## src/b58u_pkg.sv

```systemverilog
`default_nettype none
package b58u_pkg;

  localparam int TEXT_SLOTS = 8;
  localparam int DIGITS     = 6;
  localparam int RADIX      = 58;
  localparam int QSHIFT     = 37;
  localparam logic [31:0] RECIP = 32'((64'd1 << QSHIFT) / RADIX);

  typedef logic [6:0] char_t;
  typedef char_t [DIGITS-1:0] text_t;

  typedef enum logic [1:0] {
    S_IDLE,
    S_MUL,
    S_FIX
  } state_t;

  typedef struct packed {
    logic load;
    logic mul;
    logic fix;
  } cmd_t;

  typedef struct packed {
    logic last;
  } stat_t;

  function automatic char_t digit_char(input logic [5:0] d);
    char_t c;
    priority if (d < 6'd9) begin
      c = 7'(7'h31 + 7'(d));
    end else if (d < 6'd20) begin
      c = 7'(7'h61 + 7'(d - 6'd9));
    end else if (d < 6'd34) begin
      c = 7'(7'h6d + 7'(d - 6'd20));
    end else if (d < 6'd42) begin
      c = 7'(7'h41 + 7'(d - 6'd34));
    end else if (d < 6'd47) begin
      c = 7'(7'h4a + 7'(d - 6'd42));
    end else begin
      c = 7'(7'h50 + 7'(d - 6'd47));
    end
    return c;
  endfunction

endpackage
`default_nettype wire

```

## src/b58u_ctrl.sv

```systemverilog
`default_nettype none
module b58u_ctrl (
  input  wire logic          clk,
  input  wire logic          rst,
  input  wire logic          start,
  input  wire b58u_pkg::stat_t stat,
  output b58u_pkg::cmd_t     cmd,
  output logic               busy,
  output logic               done
);

  b58u_pkg::state_t state, state_next;
  logic done_next;

  always_ff @(posedge clk) begin
    if (rst) begin
      state <= b58u_pkg::S_IDLE;
      done  <= 1'b0;
    end else begin
      state <= state_next;
      done  <= done_next;
    end
  end

  always_comb begin
    state_next = state;
    done_next  = 1'b0;
    cmd        = '0;
    unique case (state)
      b58u_pkg::S_IDLE: begin
        if (start) begin
          cmd.load   = 1'b1;
          state_next = b58u_pkg::S_MUL;
        end
      end
      b58u_pkg::S_MUL: begin
        cmd.mul    = 1'b1;
        state_next = b58u_pkg::S_FIX;
      end
      b58u_pkg::S_FIX: begin
        cmd.fix = 1'b1;
        if (stat.last) begin
          done_next  = 1'b1;
          state_next = b58u_pkg::S_IDLE;
        end else begin
          state_next = b58u_pkg::S_MUL;
        end
      end
      default: state_next = b58u_pkg::S_IDLE;
    endcase
  end

  assign busy = (state != b58u_pkg::S_IDLE);

endmodule
`default_nettype wire

```

## src/b58u_dp.sv

```systemverilog
`default_nettype none
module b58u_dp (
  input  wire logic           clk,
  input  wire logic [31:0]    uid_value,
  input  wire b58u_pkg::cmd_t cmd,
  output b58u_pkg::stat_t     stat,
  output b58u_pkg::text_t     text
);

  logic [31:0] value;
  logic [26:0] q_est;
  logic [63:0] prod;
  logic [31:0] q58;
  logic [31:0] r_raw;
  logic        r_big;
  logic [26:0] q_fix;
  logic [5:0]  r_fix;

  assign prod = value * b58u_pkg::RECIP;

  // quotient estimate is low by at most one
  always_comb begin
    q58   = {q_est, 5'd0} + {1'b0, q_est, 4'd0} + {2'd0, q_est, 3'd0} + {4'd0, q_est, 1'b0};
    r_raw = value - q58;
    r_big = (r_raw[6:0] >= 7'(b58u_pkg::RADIX));
    q_fix = q_est + 27'(r_big);
    r_fix = r_big ? 6'(r_raw[6:0] - 7'(b58u_pkg::RADIX)) : r_raw[5:0];
  end

  assign stat.last = (q_fix == '0);

  always_ff @(posedge clk) begin
    if (cmd.load) begin
      value <= uid_value;
      text  <= '0;
    end
    if (cmd.mul) begin
      q_est <= prod[63:b58u_pkg::QSHIFT];
    end
    if (cmd.fix) begin
      value <= {5'd0, q_fix};
      // newest digit is the most significant so far
      text  <= {text[b58u_pkg::DIGITS-2:0], b58u_pkg::digit_char(r_fix)};
    end
  end

endmodule
`default_nettype wire

```

## src/base58_uid_to_text.sv

```systemverilog
`default_nettype none
// base-58 text of a 32-bit identifier, most significant character first
//
// input: raise start with uid_value; the word is taken at a rising edge
// where start is high and busy is low. busy stays high while the digits
// are worked out.
// output: done is high for exactly one cycle with char_0 .. char_7 valid;
// the receiver cannot stall, so the word must be taken in that cycle.
// slots past the last digit are 0; char_6 and char_7 are always 0.
//
// steps: each digit takes a reciprocal multiply, then a correcting
// subtract; an identifier has 1 to 6 digits, and the block works on one
// identifier at a time, taking no new word until done. busy drops in
// the cycle that done is shown, so a new word may be taken then.
// reset: synchronous; clears the controller, busy and done go low.
module base58_uid_to_text (
  input  wire logic        clk,
  input  wire logic        rst,
  input  wire logic        start,
  input  wire logic [31:0] uid_value,
  output logic             busy,
  output logic             done,
  output logic [6:0]       char_0,
  output logic [6:0]       char_1,
  output logic [6:0]       char_2,
  output logic [6:0]       char_3,
  output logic [6:0]       char_4,
  output logic [6:0]       char_5,
  output logic             char_6,
  output logic             char_7
);

  b58u_pkg::cmd_t  cmd;
  b58u_pkg::stat_t stat;
  b58u_pkg::text_t text;

  b58u_ctrl u_ctrl (
    .clk   (clk),
    .rst   (rst),
    .start (start),
    .stat  (stat),
    .cmd   (cmd),
    .busy  (busy),
    .done  (done)
  );

  b58u_dp u_dp (
    .clk       (clk),
    .uid_value (uid_value),
    .cmd       (cmd),
    .stat      (stat),
    .text      (text)
  );

  assign char_0 = (b58u_pkg::TEXT_SLOTS > 0) ? text[0] : '0;
  assign char_1 = (b58u_pkg::TEXT_SLOTS > 1) ? text[1] : '0;
  assign char_2 = (b58u_pkg::TEXT_SLOTS > 2) ? text[2] : '0;
  assign char_3 = (b58u_pkg::TEXT_SLOTS > 3) ? text[3] : '0;
  assign char_4 = (b58u_pkg::TEXT_SLOTS > 4) ? text[4] : '0;
  assign char_5 = (b58u_pkg::TEXT_SLOTS > 5) ? text[5] : '0;
  assign char_6 = 1'b0;
  assign char_7 = 1'b0;

  a_take_busy: assert property (@(posedge clk) disable iff (rst)
    (start && !busy) |=> busy)
    else $error("word taken but block not busy");

  a_done_after_busy: assert property (@(posedge clk) disable iff (rst)
    done |-> $past(busy))
    else $error("done without preceding work");

  a_done_single: assert property (@(posedge clk) disable iff (rst)
    done |=> !done)
    else $error("done held for more than one cycle");

  a_done_has_char: assert property (@(posedge clk) disable iff (rst)
    done |-> (char_0 != 7'd0))
    else $error("result without a leading character");

endmodule
`default_nettype wire

```

## config.mk

```make
export PLATFORM = sky130hd
export DESIGN_NAME = base58_uid_to_text
export DESIGN_NICKNAME = d
export VERILOG_FILES = /design/src/b58u_pkg.sv /design/src/b58u_ctrl.sv /design/src/b58u_dp.sv /design/src/base58_uid_to_text.sv
export SDC_FILE = /design/constraint.sdc
export NUM_CORES = 1
export LEC_CHECK = 0
export BUFFER_PORTS_ARGS = -buffer_cell sky130_fd_sc_hd__buf_2
export CORE_UTILIZATION = 45
export DETAILED_ROUTE_END_ITERATION = 8
export HOLD_SLACK_MARGIN = 0.02
export SLEW_MARGIN = 20
export SYNTH_ARGS = -nofsm -noshare
export SYNTH_HDL_FRONTEND = slang
export SYNTH_HIERARCHICAL = 1
export SYNTH_SLANG_ARGS = --single-unit
```

## constraint.sdc

```tcl
create_clock -name clk -period 8.1 [get_ports clk]
set_input_delay 1.62 -clock clk [delete_from_list [all_inputs] [get_ports clk]]
set_output_delay 1.62 -clock clk [all_outputs]
set_load 0.02 [all_outputs]
```

==> impl_results.md <==
* Cells after DPL at 2927
* Hold slack at 523 ps
* Crit path DAT at 7920 ps
* GR Util All Layers at between 20 and 25%
* Area of the multi-input gates at between 15000 and 20000 sq um
* Critical setup path kind: flop to flop
* Gpl congestion at 0.938
* Routed WL at 58800 microns
* Die Footprint at 50600 sq um
* Final non-filler cell total at 2946
* Core ar. at 49000 sq um
* Critical Path Source Type: flop
* # DRC at 0
* DIE WIDTH at 225 microns
* Max Fclk at 0.128 GHz
* First-pass GRT wire length at 92800 microns
* Synth-to-layout area growth at 8.22%
* Outcome: finished, final reports clean
* DR iter-0 viols at ~890
* TritonRoute pass-1 iters at 5
* Mapped Area at approximately 22000 sq um
* Commonest non-fill, non-tap cell in the layout: inv_1
* Clock Path Buffers at 2
* Dominant synthesized flop cell: edfxtp_1
* Share of layout cells above drive strength 1 at under 10%
* Worst hold path type: flop to flop
* Slew Viols, Final at 0
* Via count at 15000
* Final setup vio count at 0
* Slew HR at 38.0%
* WP data required at 8220 ps
* Clk slew on worst S/H paths at 80 ps
* Grt total ovfl at 0
* Max Cap Violations at 0
* FFs w/ async S/R, synth at 0%
* DR WL/cell at 19.9 microns
* CTS Sinks at ~100
* CTS tree: done
* Number of enable flip-flop cells after synthesis at 96
* Synth Instances at around 2200
* Initial Util at 45.7%
* Worst-Margin Slew at 927 ps
* Worst skew pair latency at approximately 380 ps
* Max H-tree Level at 3
* CP max stage delay at just under 600 ps
* Post-synth cell types at 94
* Worst Setup End Kind: flop
* Yosys warns at 6
* Final Hold Vio Count at 0
* Largest net degree at the start of global routing at 102
* Final worst path period share at a little over nine tenths
* CP max FO at 6
* Final Skew at 19.9 ps
* FF+latch area at 3040 sq um
* Syn Area/Cell at 10.3 sq um
* Most frequent cells in the layout: inv_1 (613), fa_1 (396), ha_1 (386)
* Antenna-violating nets left at 0
* Root buf cell: clkbuf_16
* # nets final at 3095
* Vias in the first global route at 16100
* Fillers at 4558
* Fin crit period at 7800 ps
* Register bit total from synthesis at 104
* N_diodes at 0
* IO Count at a little over 80
* CP most frequent cell: fa_1
* HPWL Detailed at between 50000 and 60000 microns
* Chip Height at ~220 microns
* Critical path's slowest cell: fa_1
* CTS Buf Count at 9
* # rows at 81
* Port Buffers at between 70 and 80
* Vias/cell at ~5.1
* Sequential area share after synthesis at 13.6%
* Initial antenna violation count at 0
==> worst max-delay path: cells and delay by family, from the launching register on <==
family / cells / cell delay (ps)
AND/OR/NAND/NOR: 3 / 480
adder cells (fa/ha/maj): 9 / 4530
buffers and inverters: 7 / 710
AO/OA/AOI/OAI: 5 / 1220
flip-flops: 1 / 450
XOR/XNOR: 1 / 140
==> Yosys cell counts, drive strengths merged (6+ instances only) <==
cell    number  share of area (%)
a211oi      11               0.41
a21o        39                1.3
a21oi       81                1.8
a221oi       6               0.29
a31oi       10               0.38
and2        41                1.1
and3        13               0.36
and4         7               0.27
buf         10               0.29
clkbuf      16               0.27
dfxtp        8               0.72
edfxtp      96                 13
fa         396                 35
ha         387                 22
inv        615                 10
mux2         7               0.37
mux2i        8               0.47
nand2       55               0.92
nand2b      12               0.35
nand3       29               0.67
nand4       16               0.45
nor2        78                1.3
nor2b        7               0.21
nor3        19               0.43
o211ai       7               0.24
o21a        11               0.37
o21ai       39               0.96
o21bai       7               0.24
or3          6               0.17
xnor2       36                1.5
xor2        22               0.86
==> layout make-up <==
cell class	count	area share (%)
well taps	664	3.43
flip-flops and latches	104	12.6
multi-input cells	1417	69.9
repair buffers	129	3.20
clock buffers	9	0.931
clock inverters	7	0.378
inverters	616	9.57
==> sequential cells by signal, indices dropped and copies added (netlist names) <==
name and cells:
u_ctrl/done 1, u_dp/q_est 27, u_ctrl/state 2, u_dp/value 32, u_dp/text 42
==> kinds of logic after synthesis <==
| family | Yosys count | synth area share [%] |
|---|---|---|
| adder cells (fa/ha/maj) | 783 | 57.1 |
| buffers and inverters | 642 | 10.9 |
| AND/OR/NAND/NOR | 299 | 6.89 |
| AO/OA/AOI/OAI | 258 | 8.06 |
| flip-flops | 104 | 13.6 |
| XOR/XNOR | 60 | 2.54 |
| multiplexers | 15 | 0.840 |
| other | 1 | 0.0168 |
==> per-layer routing <==
| layer | wire length [microns] | up-vias | part of all wire [%] | global-route usage, % |
|---|---|---|---|---|
| met5 | 0 | - | 0 | 0 |
| met2 | 28900 | 306 | 49 | 41.6 |
| met3 | 2730 | 73 | 4.7 | 3.85 |
| li1 | - | 7063 | - | - |
| met1 | 25000 | 7543 | 43 | 32.3 |
| met4 | 2170 | 0 | 3.7 | 8.45 |
==> timing repair <==
| item | CTS | global route |
|---|---|---|
| setup buffers | 0 | 3 |
| setup endpoints to repair | 2 | 5 |
| pin swaps | 0 | 0 |
| gates resized for setup | 1 | 5 |
| hold buffers | 0 | 0 |
| cloned | 0 | 0 |
==> metrics by stage <==
step / worst slack, ps / utilization [%] / area [sq um] / setup TNS, ps
final: 295 / 49.4 / 24200 / 0
after CTS: 47.3 / 49.3 / 24100 / 0
after global placement: 77.4 / 48.7 / 23800 / 0
after detailed placement: -45.0 / 48.7 / 23800 / -50.1
after floorplan: 738 / - / 22400 / 0
after global routing: -8.67 / 49.4 / 24200 / -8.67
==> final timing paths <==
| kind | cells after the start | end | startpoint | slack, ps |
|---|---|---|---|---|
| max | 25 | u_dp/q_est[24] | u_dp/value[10] | 300 |
| min | 2 | u_ctrl/done | u_ctrl/state[1] | 520 |
| max reg2reg | 25 | u_dp/q_est[24] | u_dp/value[10] | 300 |
| min reg2reg | 2 | u_ctrl/done | u_ctrl/state[1] | 520 |
Power is left out: the tool's default activity adds up to more than one toggle a clock period on the data nets, which glitch-free logic cannot reach.
